[config.mk]
export PLATFORM = sky130hd
export DESIGN_NAME = load_settle_detector
export DESIGN_NICKNAME = d
export VERILOG_FILES = /design/src/lsd_pkg.sv /design/src/lsd_ram.sv /design/src/load_settle_detector.sv
export SDC_FILE = /design/constraint.sdc
export NUM_CORES = 2
export LEC_CHECK = 0
export ABC_AREA = 1
export BUFFER_PORTS_ARGS = -buffer_cell sky130_fd_sc_hd__buf_2
export CELL_PAD_IN_SITES_DETAIL_PLACEMENT = 0
export CELL_PAD_IN_SITES_GLOBAL_PLACEMENT = 1
export CORE_MARGIN = 10
export CORE_UTILIZATION = 48
export CTS_BUF_LIST = sky130_fd_sc_hd__clkbuf_4
export CTS_CLUSTER_DIAMETER = 30
export CTS_CLUSTER_SIZE = 20
export DETAILED_ROUTE_END_ITERATION = 12
export MAX_ROUTING_LAYER = met4
export PLACE_DENSITY = 0.75
export SYNTH_ARGS = -nofsm -noshare
export SYNTH_HDL_FRONTEND = slang
export SYNTH_SLANG_ARGS = --single-unit
[constraint.sdc]
create_clock -name clk_i -period 7.6 [get_ports clk_i]
set_input_delay 2.28 -clock clk_i [delete_from_list [all_inputs] [get_ports clk_i]]
set_output_delay 2.28 -clock clk_i [all_outputs]
set_load 0.01 [all_outputs]
[src/lsd_pkg.sv]
// Package for the load settle detector: shared constants, register
// indexes and state types. No dependencies.
package lsd_pkg;

  // Number of load-cell channels in one sample set.
  localparam int unsigned NUM_CHAN = 4;

  // Fraction bits of the emitted channel means.
  localparam int unsigned FRAC_BITS = 4;

  // Threshold register width and reset values.
  localparam int unsigned THR_W = 27;
  localparam logic [THR_W-1:0] IDLE_THR_RESET = 27'd4000;
  localparam logic [THR_W-1:0] CHG_THR_RESET  = 27'd64000;

  // Configuration register index width and register indexes.
  localparam int unsigned CFG_IDX_W = 8;
  localparam logic [CFG_IDX_W-1:0] CFG_IDLE_THR = 8'd0;
  localparam logic [CFG_IDX_W-1:0] CFG_CHG_THR  = 8'd1;

  // Sequencer states.
  typedef enum logic [1:0] {
    ST_IDLE,
    ST_UPDATE,
    ST_DIVIDE,
    ST_EMIT
  } lsd_state_e;

  // Settle mode.
  typedef enum logic {
    MODE_IDLE,
    MODE_CHANGING
  } lsd_mode_e;

endpackage

[src/lsd_ram.sv]
// Generic single-port-write, single-port-read RAM with a registered read.
// No dependencies.
module lsd_ram #(
  parameter int unsigned WIDTH = 96,
  parameter int unsigned DEPTH = 16
) (
  input  logic                     clk_i,
  input  logic                     we_i,
  input  logic [$clog2(DEPTH)-1:0] waddr_i,
  input  logic [WIDTH-1:0]         wdata_i,
  input  logic                     re_i,
  input  logic [$clog2(DEPTH)-1:0] raddr_i,
  output logic [WIDTH-1:0]         rdata_o
);

  logic [WIDTH-1:0] mem_q [DEPTH];
  logic [WIDTH-1:0] rdata_q;

  // Write port.
  always_ff @(posedge clk_i) begin
    if (we_i) begin
      mem_q[waddr_i] <= wdata_i;
    end
  end

  // Read port; the data holds until the next read.
  always_ff @(posedge clk_i) begin
    if (re_i) begin
      rdata_q <= mem_q[raddr_i];
    end
  end

  assign rdata_o = rdata_q;

endmodule

[src/load_settle_detector.sv]
// Load settle detector top level: history RAM, running sums, settle decision
// and mean divider. Depends on lsd_pkg and lsd_ram.
//
// The block accepts one set of four load-cell samples at a time and holds
// in_stall_o high until it is back in idle: the set is taken and the oldest
// history entry is read from the single-read-port history RAM, and in the next
// cycle the running channel sums, the deviation check and the write-back of the
// new set complete. A set that settles the block then goes through the mean
// divider when HISTORY_DEPTH is not a power of two (a power of two needs only a
// shift) and loads the output register in the emit state. The mean divider
// finds sixteen quotient bits a cycle by reciprocal multiplication; the emit
// state also waits while an earlier result beat is still stalled.
// The history RAM needs no clearing pass after reset: its read data is used
// only once the history has been filled.
module load_settle_detector
  import lsd_pkg::*;
#(
  parameter int unsigned HISTORY_DEPTH = 16,
  parameter int unsigned SAMPLE_WIDTH  = 24
) (
  input  logic                           clk_i,
  input  logic                           rst_ni,
  // Configuration write channel.
  input  logic                           cfg_valid_i,
  output logic                           cfg_ready_o,
  input  logic [CFG_IDX_W-1:0]           cfg_index_i,
  input  logic [THR_W-1:0]               cfg_data_i,
  // Sample input channel.
  input  logic                           in_valid_i,
  output logic                           in_stall_o,
  input  logic signed [SAMPLE_WIDTH-1:0] chan_a_sample_i,
  input  logic signed [SAMPLE_WIDTH-1:0] chan_b_sample_i,
  input  logic signed [SAMPLE_WIDTH-1:0] chan_c_sample_i,
  input  logic signed [SAMPLE_WIDTH-1:0] chan_d_sample_i,
  // Mean output channel.
  output logic                           out_valid_o,
  input  logic                           out_stall_i,
  output logic signed [SAMPLE_WIDTH+3:0] chan_a_mean_x16_o,
  output logic signed [SAMPLE_WIDTH+3:0] chan_b_mean_x16_o,
  output logic signed [SAMPLE_WIDTH+3:0] chan_c_mean_x16_o,
  output logic signed [SAMPLE_WIDTH+3:0] chan_d_mean_x16_o
);

  // Derived widths.
  localparam int unsigned SW    = SAMPLE_WIDTH;
  localparam int unsigned LOG   = $clog2(HISTORY_DEPTH);
  localparam int unsigned AW    = LOG;
  localparam int unsigned SUMW  = SW + LOG;
  localparam int unsigned DW    = SW + 3 + LOG;
  localparam int unsigned LIMW  = THR_W + LOG;
  localparam int unsigned CW    = (DW > LIMW) ? DW : LIMW;
  localparam int unsigned OUTW  = SW + FRAC_BITS;
  localparam int unsigned UW    = SW + FRAC_BITS + LOG;
  localparam int unsigned RAMW  = NUM_CHAN * SW;
  localparam bit          IS_POW2 = (HISTORY_DEPTH & (HISTORY_DEPTH - 1)) == 0;

  // Mean divider: the dividend is split into 16-bit digits, and each digit
  // with the running remainder in front is divided by a reciprocal multiply.
  localparam int unsigned DIGW  = 16;
  localparam int unsigned NDIG  = (UW + DIGW - 1) / DIGW;
  localparam int unsigned PW    = NDIG * DIGW;
  localparam int unsigned XW    = DIGW + LOG;
  localparam int unsigned RSH   = XW + LOG;
  localparam int unsigned CNTW  = (NDIG > 1) ? $clog2(NDIG) : 1;
  localparam longint unsigned RECIP_L =
    ((64'd1 << RSH) + 64'(HISTORY_DEPTH) - 64'd1) / 64'(HISTORY_DEPTH);

  localparam logic [AW-1:0]         LAST_PTR = AW'(HISTORY_DEPTH - 1);
  localparam logic signed [DW-1:0]  DEPTH_S  = DW'(HISTORY_DEPTH);
  localparam logic [CW-1:0]         DEPTH_C  = CW'(HISTORY_DEPTH);
  localparam logic [LOG:0]          DEPTH_R  = (LOG + 1)'(HISTORY_DEPTH);
  localparam logic [XW-1:0]         DEPTH_X  = XW'(HISTORY_DEPTH);
  localparam logic [XW:0]           RECIP    = (XW + 1)'(RECIP_L);
  localparam logic [CNTW-1:0]       DIV_LAST = CNTW'(NDIG - 1);
  // Offset that makes the scaled channel sum non-negative before division.
  localparam logic signed [UW:0]    BIAS     = (UW + 1)'(HISTORY_DEPTH) <<< (SW + 3);

  // Control and configuration state.
  lsd_state_e       state_q, state_d;
  lsd_mode_e        mode_q, mode_d;
  logic [AW-1:0]    ptr_q, ptr_d;
  logic             full_q, full_d;
  logic [CNTW-1:0]  div_cnt_q, div_cnt_d;
  logic [THR_W-1:0] idle_thr_q;
  logic [THR_W-1:0] chg_thr_q;
  logic             out_valid_q, out_valid_d;

  // Lane registers.
  logic signed [SW-1:0]   samp_q   [NUM_CHAN];
  logic signed [SUMW-1:0] sum_q    [NUM_CHAN];
  logic signed [SUMW-1:0] sum_d    [NUM_CHAN];
  logic [PW-1:0]          div_q    [NUM_CHAN];
  logic [PW-1:0]          div_d    [NUM_CHAN];
  logic [LOG-1:0]         rem_q    [NUM_CHAN];
  logic [LOG-1:0]         rem_d    [NUM_CHAN];
  logic signed [OUTW-1:0] mean_q   [NUM_CHAN];
  logic signed [OUTW-1:0] mean_d   [NUM_CHAN];

  // Datapath nets.
  logic                   in_acc;
  logic                   out_free;
  logic                   ram_we;
  logic                   ram_re;
  logic [RAMW-1:0]        ram_wdata;
  logic [RAMW-1:0]        ram_rdata;
  logic signed [DW-1:0]   total;
  logic signed [DW-1:0]   scaled_total;
  logic signed [DW-1:0]   sum_all;
  logic signed [DW-1:0]   diff;
  logic [DW-1:0]          mag;
  logic [CW-1:0]          mag_c;
  logic [CW-1:0]          idle_lim;
  logic [CW-1:0]          chg_lim;
  logic                   settle;

  assign in_acc      = (state_q == ST_IDLE) && in_valid_i;
  assign in_stall_o  = (state_q != ST_IDLE);
  assign out_free    = !out_valid_q || !out_stall_i;
  assign cfg_ready_o = 1'b1;

  // Threshold registers.
  always_ff @(posedge clk_i or negedge rst_ni) begin
    if (!rst_ni) begin
      idle_thr_q <= IDLE_THR_RESET;
      chg_thr_q  <= CHG_THR_RESET;
    end else if (cfg_valid_i && cfg_ready_o) begin
      case (cfg_index_i)
        CFG_IDLE_THR: idle_thr_q <= cfg_data_i;
        CFG_CHG_THR:  chg_thr_q  <= cfg_data_i;
        default: ;
      endcase
    end
  end

  // Capture the sample set of an accepted beat.
  always_ff @(posedge clk_i) begin
    if (in_acc) begin
      samp_q[0] <= chan_a_sample_i;
      samp_q[1] <= chan_b_sample_i;
      samp_q[2] <= chan_c_sample_i;
      samp_q[3] <= chan_d_sample_i;
    end
  end

  // History RAM: the oldest entry is read at accept and overwritten in the next
  // cycle, so the read and the write of one entry never overlap.
  assign ram_re    = in_acc;
  assign ram_we    = (state_q == ST_UPDATE);
  assign ram_wdata = {samp_q[3], samp_q[2], samp_q[1], samp_q[0]};

  lsd_ram #(
    .WIDTH (RAMW),
    .DEPTH (HISTORY_DEPTH)
  ) u_hist_ram (
    .clk_i   (clk_i),
    .we_i    (ram_we),
    .waddr_i (ptr_q),
    .wdata_i (ram_wdata),
    .re_i    (ram_re),
    .raddr_i (ptr_q),
    .rdata_o (ram_rdata)
  );

  // Deviation of the new total from the history mean, scaled by the depth.
  always_comb begin
    total   = '0;
    sum_all = '0;
    for (int c = 0; c < NUM_CHAN; c++) begin
      total   = total + DW'(samp_q[c]);
      sum_all = sum_all + DW'(sum_q[c]);
    end
    scaled_total = DW'(total * DEPTH_S);
    diff         = full_q ? (scaled_total - sum_all) : '0;
    mag          = diff[DW-1] ? DW'(-diff) : DW'(diff);
    mag_c        = CW'(mag);
    idle_lim     = CW'(CW'(idle_thr_q) * DEPTH_C);
    chg_lim      = CW'(CW'(chg_thr_q) * DEPTH_C);
    settle       = (mode_q == MODE_CHANGING) && (mag_c < idle_lim);
  end

  // Per-channel running sums, divider and output lanes.
  always_comb begin
    logic signed [SW-1:0] old_samp;
    logic signed [UW:0]   u_s;
    logic [XW-1:0]        dig_x;
    logic [2*XW:0]        dig_p;
    logic [DIGW-1:0]      dig_q;
    for (int c = 0; c < NUM_CHAN; c++) begin
      old_samp = ram_rdata[c*SW +: SW];
      sum_d[c] = sum_q[c] + SUMW'(samp_q[c]) - (full_q ? SUMW'(old_samp) : '0);
      u_s      = ((UW + 1)'(sum_d[c]) <<< FRAC_BITS) + BIAS;
      dig_x    = {rem_q[c], div_q[c][PW-1 -: DIGW]};
      dig_p    = {{(XW + 1){1'b0}}, dig_x} * {{XW{1'b0}}, RECIP};
      dig_q    = dig_p[RSH +: DIGW];
      div_d[c] = div_q[c];
      rem_d[c] = rem_q[c];
      mean_d[c] = {~div_q[c][OUTW-1], div_q[c][OUTW-2:0]};
      case (state_q)
        ST_UPDATE: begin
          div_d[c] = IS_POW2 ? PW'(u_s[UW-1:0] >> LOG) : PW'(u_s[UW-1:0]);
          rem_d[c] = '0;
        end
        ST_DIVIDE: begin
          // One 16-bit quotient digit per cycle; the remainder is what the
          // digit times the depth leaves over.
          div_d[c] = (div_q[c] << DIGW) | PW'(dig_q);
          rem_d[c] = LOG'(dig_x - {{LOG{1'b0}}, dig_q} * DEPTH_X);
        end
        default: ;
      endcase
    end
  end

  // Lane registers: running sums reset, the rest is payload.
  always_ff @(posedge clk_i or negedge rst_ni) begin
    if (!rst_ni) begin
      for (int c = 0; c < NUM_CHAN; c++) begin
        sum_q[c] <= '0;
      end
    end else if (state_q == ST_UPDATE) begin
      for (int c = 0; c < NUM_CHAN; c++) begin
        sum_q[c] <= sum_d[c];
      end
    end
  end

  always_ff @(posedge clk_i) begin
    for (int c = 0; c < NUM_CHAN; c++) begin
      div_q[c] <= div_d[c];
      rem_q[c] <= rem_d[c];
      if (state_q == ST_EMIT && out_free) begin
        mean_q[c] <= mean_d[c];
      end
    end
  end

  // Sequencer: next state, history pointer and settle mode.
  always_comb begin
    state_d     = state_q;
    mode_d      = mode_q;
    ptr_d       = ptr_q;
    full_d      = full_q;
    div_cnt_d   = div_cnt_q;
    out_valid_d = out_valid_q && out_stall_i;
    case (state_q)
      ST_IDLE: begin
        if (in_valid_i) begin
          state_d = ST_UPDATE;
        end
      end
      ST_UPDATE: begin
        ptr_d     = (ptr_q == LAST_PTR) ? '0 : ptr_q + 1'b1;
        full_d    = full_q || (ptr_q == LAST_PTR);
        div_cnt_d = '0;
        if (settle) begin
          mode_d  = MODE_IDLE;
          state_d = IS_POW2 ? ST_EMIT : ST_DIVIDE;
        end else begin
          if (mode_q == MODE_IDLE && mag_c > chg_lim) begin
            mode_d = MODE_CHANGING;
          end
          state_d = ST_IDLE;
        end
      end
      ST_DIVIDE: begin
        div_cnt_d = div_cnt_q + 1'b1;
        if (div_cnt_q == DIV_LAST) begin
          state_d = ST_EMIT;
        end
      end
      ST_EMIT: begin
        if (out_free) begin
          out_valid_d = 1'b1;
          state_d     = ST_IDLE;
        end
      end
      default: state_d = ST_IDLE;
    endcase
  end

  always_ff @(posedge clk_i or negedge rst_ni) begin
    if (!rst_ni) begin
      state_q     <= ST_IDLE;
      mode_q      <= MODE_IDLE;
      ptr_q       <= '0;
      full_q      <= 1'b0;
      div_cnt_q   <= '0;
      out_valid_q <= 1'b0;
    end else begin
      state_q     <= state_d;
      mode_q      <= mode_d;
      ptr_q       <= ptr_d;
      full_q      <= full_d;
      div_cnt_q   <= div_cnt_d;
      out_valid_q <= out_valid_d;
    end
  end

  // Output ports.
  assign out_valid_o       = out_valid_q;
  assign chan_a_mean_x16_o = mean_q[0];
  assign chan_b_mean_x16_o = mean_q[1];
  assign chan_c_mean_x16_o = mean_q[2];
  assign chan_d_mean_x16_o = mean_q[3];

  // Once the history is full it stays full.
  a_full_sticky: assert property (@(posedge clk_i) disable iff (!rst_ni)
    full_q |=> full_q)
    else $error("history full flag dropped");

  // The block cannot be changing before the history has filled.
  a_mode_needs_full: assert property (@(posedge clk_i) disable iff (!rst_ni)
    !full_q |-> mode_q == MODE_IDLE)
    else $error("changing mode with partial history");

  // A settling set returns the block to idle mode.
  a_settle_to_idle: assert property (@(posedge clk_i) disable iff (!rst_ni)
    (state_q == ST_UPDATE && settle) |=> mode_q == MODE_IDLE)
    else $error("settle did not clear changing mode");

  // A new result beat is only raised from the emit state.
  a_out_from_emit: assert property (@(posedge clk_i) disable iff (!rst_ni)
    $rose(out_valid_q) |-> $past(state_q == ST_EMIT))
    else $error("result raised outside emit state");

  // The divider remainder stays below the depth.
  a_rem_bound: assert property (@(posedge clk_i) disable iff (!rst_ni)
    state_q == ST_DIVIDE |-> (LOG + 1)'(rem_q[0]) < DEPTH_R)
    else $error("divider remainder out of range");

endmodule

==> metrics.cfg <==
[status]
status=finished clean

[placed_design]
gp_congestion=0.956
io_buffer_count=249
dpl.hpwl_um=193000

[cells_and_area]
final_nets=9834
drive_above_1_share_pct=18.6
syn2layout_area_growth_pct=16.5

[grt]
track_usage_pct=27.9
grt_start_max_net_pins=231
grt_pass1_vias=65699
grt_first_pass_wirelength_um=446000
grt-ovfl-total=0
antenna_found_initial=24

[logic_synthesis]
synth.distinct_cells=62
synthFlopType=edfxtp_1
netlist_area_um2=97900
synth_edf_count=1984
syn-num-nets=9013
yosysSeqAreaShare_pct=65.4
syn_inst=8403
synth_area_per_cell_um2=11.6
yosys_register_bits=2160
ys_async_sr_fraction_pct=8.15
ys_warn_count=0

[setup_path]
crit_type=reg2reg
crit_arrival_ns=8.84
path_common_cell=nor2_4
cp_max_fo=8
r2r_cells=45
slowest_stage=fa_2
worstSetupEndpointType=flop
cp-start-kind=flop
critical-path-max-stage-delay_ns=0.60
required_ns=8.92

[cts]
numCtsBuffers=426
clk_pin_slew_ns=0.10
clk_latency_ns=1.49
cts-root-buf=clkbuf_4
cts_tree=yes
clock-sinks=2160
ctsHoldBuffers=0
htreeDepth=5
clockBufferDepth=4

[sta]
final.setup.tns_ns=0
period_share_pct=99.0
slew_headroom_pct=17.6
finalMaxSlewViolations=0
tightest_slew_ns=1.24
rsz0062_at_grt=yes
period_minus_slack_ns=7.52
clock.fmax_ghz=0.133
finalHoldViolations=0
setup_viol=0
finClkSkew_ns=0.120

[floorplanning]
die_h_um=472
initial_core_util_pct=48.3
design.core.area_um2=203000
fp.dieArea_um2=222000
row_count=165
io_pins=251
die_x_um=472

[detailed_routing]
vias_per_cell=5.64
wl_per_cell_um=25.3
drcViolationCount=0
wl_um=311000
vias=69114
firstDrtPassIters=9
ant_nets=0
drtIter0Drc=8246

[run]
maxCapViolations=0

[min_path]
hp-class=reg2reg
hold-path-cell-count=0

repair_timing:
| item | 4_1_cts | 5_1_grt |
|---|---|---|
| endpoints found under the hold margin | 0 | 0 |
| endpoints found under the setup margin | 3 | 3 |
| setup buffers | 21 | 33 |
| pin swaps | 43 | 102 |
| gates resized for setup | 88 | 178 |
Yosys cell counts (all sizes together), types with 23 or more instances:
library cell | n | area (um2)
xor2 | 73 | 647
fa | 240 | 4800
nand4 | 126 | 788
nor2 | 941 | 3560
or2 | 31 | 194
a31oi | 23 | 144
nand3 | 147 | 776
dfrtp | 164 | 4100
edfxtp | 1984 | 59600
nor3 | 23 | 120
a21oi | 205 | 1060
inv | 940 | 3530
xnor2 | 64 | 561
o22ai | 384 | 2400
nand2 | 1248 | 4700
clkbuf | 359 | 1350
o21ai | 1097 | 5550
ha | 234 | 2930
flip-flops by register name, summed over array words and instances, names as in the netlist, 27 cells and up:
signal	cells
u_hist_ram.mem_q	1536
div_q	128
mean_q	112
sum_q	112
samp_q	96
u_hist_ram.rdata_o	96
chg_thr_q	27
idle_thr_q	27
cell families (layout without fill, tap and decap cells):
logic type,count (synthesis),count (layout),synth area share [%]
adder cells (fa/ha/maj),474,474,7.90
flip-flops,2160,2160,65.4
other,1,18,0.00383
buffers and inverters,1324,2488,5.10
AND/OR/NAND/NOR,2535,2535,10.5
AO/OA/AOI/OAI,1772,1772,9.88
XOR/XNOR,137,137,1.23
placed cells by master, fill, tap and decap left out, types with 17 or more instances in the layout:
cell	synthesis	final
edfxtp_1	1984	1984
nand2_1	1240	1207
o21ai_0	1067	1054
inv_1	934	912
nor2_1	932	893
clkbuf_4	0	476
buf_4	1	441
o22ai_1	384	384
buf_2	8	248
fa_1	240	235
ha_1	234	201
a21oi_1	199	169
dfrtp_1	164	161
nand3_1	139	126
nand4_1	126	126
clkinv_1	6	72
xor2_1	72	66
buf_12	0	62
bufinv_16	0	60
xnor2_1	64	58
clkinv_2	0	57
clkinvlp_4	0	44
clkinv_4	0	37
nand2_2	8	33
a21oi_2	5	30
nor2_4	2	30
ha_4	0	29
inv_2	6	27
o21ai_1	16	22
a31oi_1	23	22
or2_2	22	21
inv_6	0	20
nor2_2	7	18
nand3_2	8	18
o21ai_2	13	18
diode_2	0	17
routing by layer:
layer,GRT usage (%),vias up,part of all wire [%]
met2,39.9,3489,43
met4,9.19,0,3.3
met5,-,-,0
li1,-,31082,-
met1,39.9,34022,43
met3,5.98,521,11
metrics by stage:
step	cells	hold WS [ns]	setup slack, ns	utilization, %	instance area, um2
after floorplan	8403	0.427	0.338	-	97900
after global placement	11415	0.435	-0.393	52.1	106000
after detailed placement	11415	0.437	-0.530	52.1	106000
after CTS	12206	0.408	0.00409	55.7	113000
after global routing	12253	0.425	-0.193	56.3	114000
final	12256	0.411	0.0761	56.3	114000
worst paths after layout:
path	start	endpoint	slack, ns
worst max-delay path	samp_q[2][13]	mode_q	0.08
worst min-delay path	div_q[0][6]	mean_q[0][6]	0.41
worst max register to register	samp_q[2][13]	mode_q	0.08
worst min register to register	div_q[0][6]	mean_q[0][6]	0.41
max in group asynchronous	rst_ni	sum_q[50]	5.28
min in group asynchronous	rst_ni	full_q	0.85
critical path: cells and delay by family (launching register included):
kind | cells | cell delay, ns
DFF | 1 | 0.36
adders and majority gates | 6 | 2.31
AOI/OAI and AO/OA | 4 | 0.51
xor gates and xnor gates | 2 | 0.31
buffers and inverters | 15 | 1.66
and+or+nand+nor | 18 | 2.23
layout make-up:
cell class              count  area, um2
diodes                     17       42.5
clock buffers             476       3570
clock inverters           295       3220
fillers                 17100      88500
inverters                 946       3590
multi-input cells        4919      30200
flip-flops and latches   2160      64000
well taps                2672       3340
repair buffers            771       6030
Power is left out: the tool's default activity adds up to more than one toggle a clock period on the data nets, which glitch-free logic cannot reach.
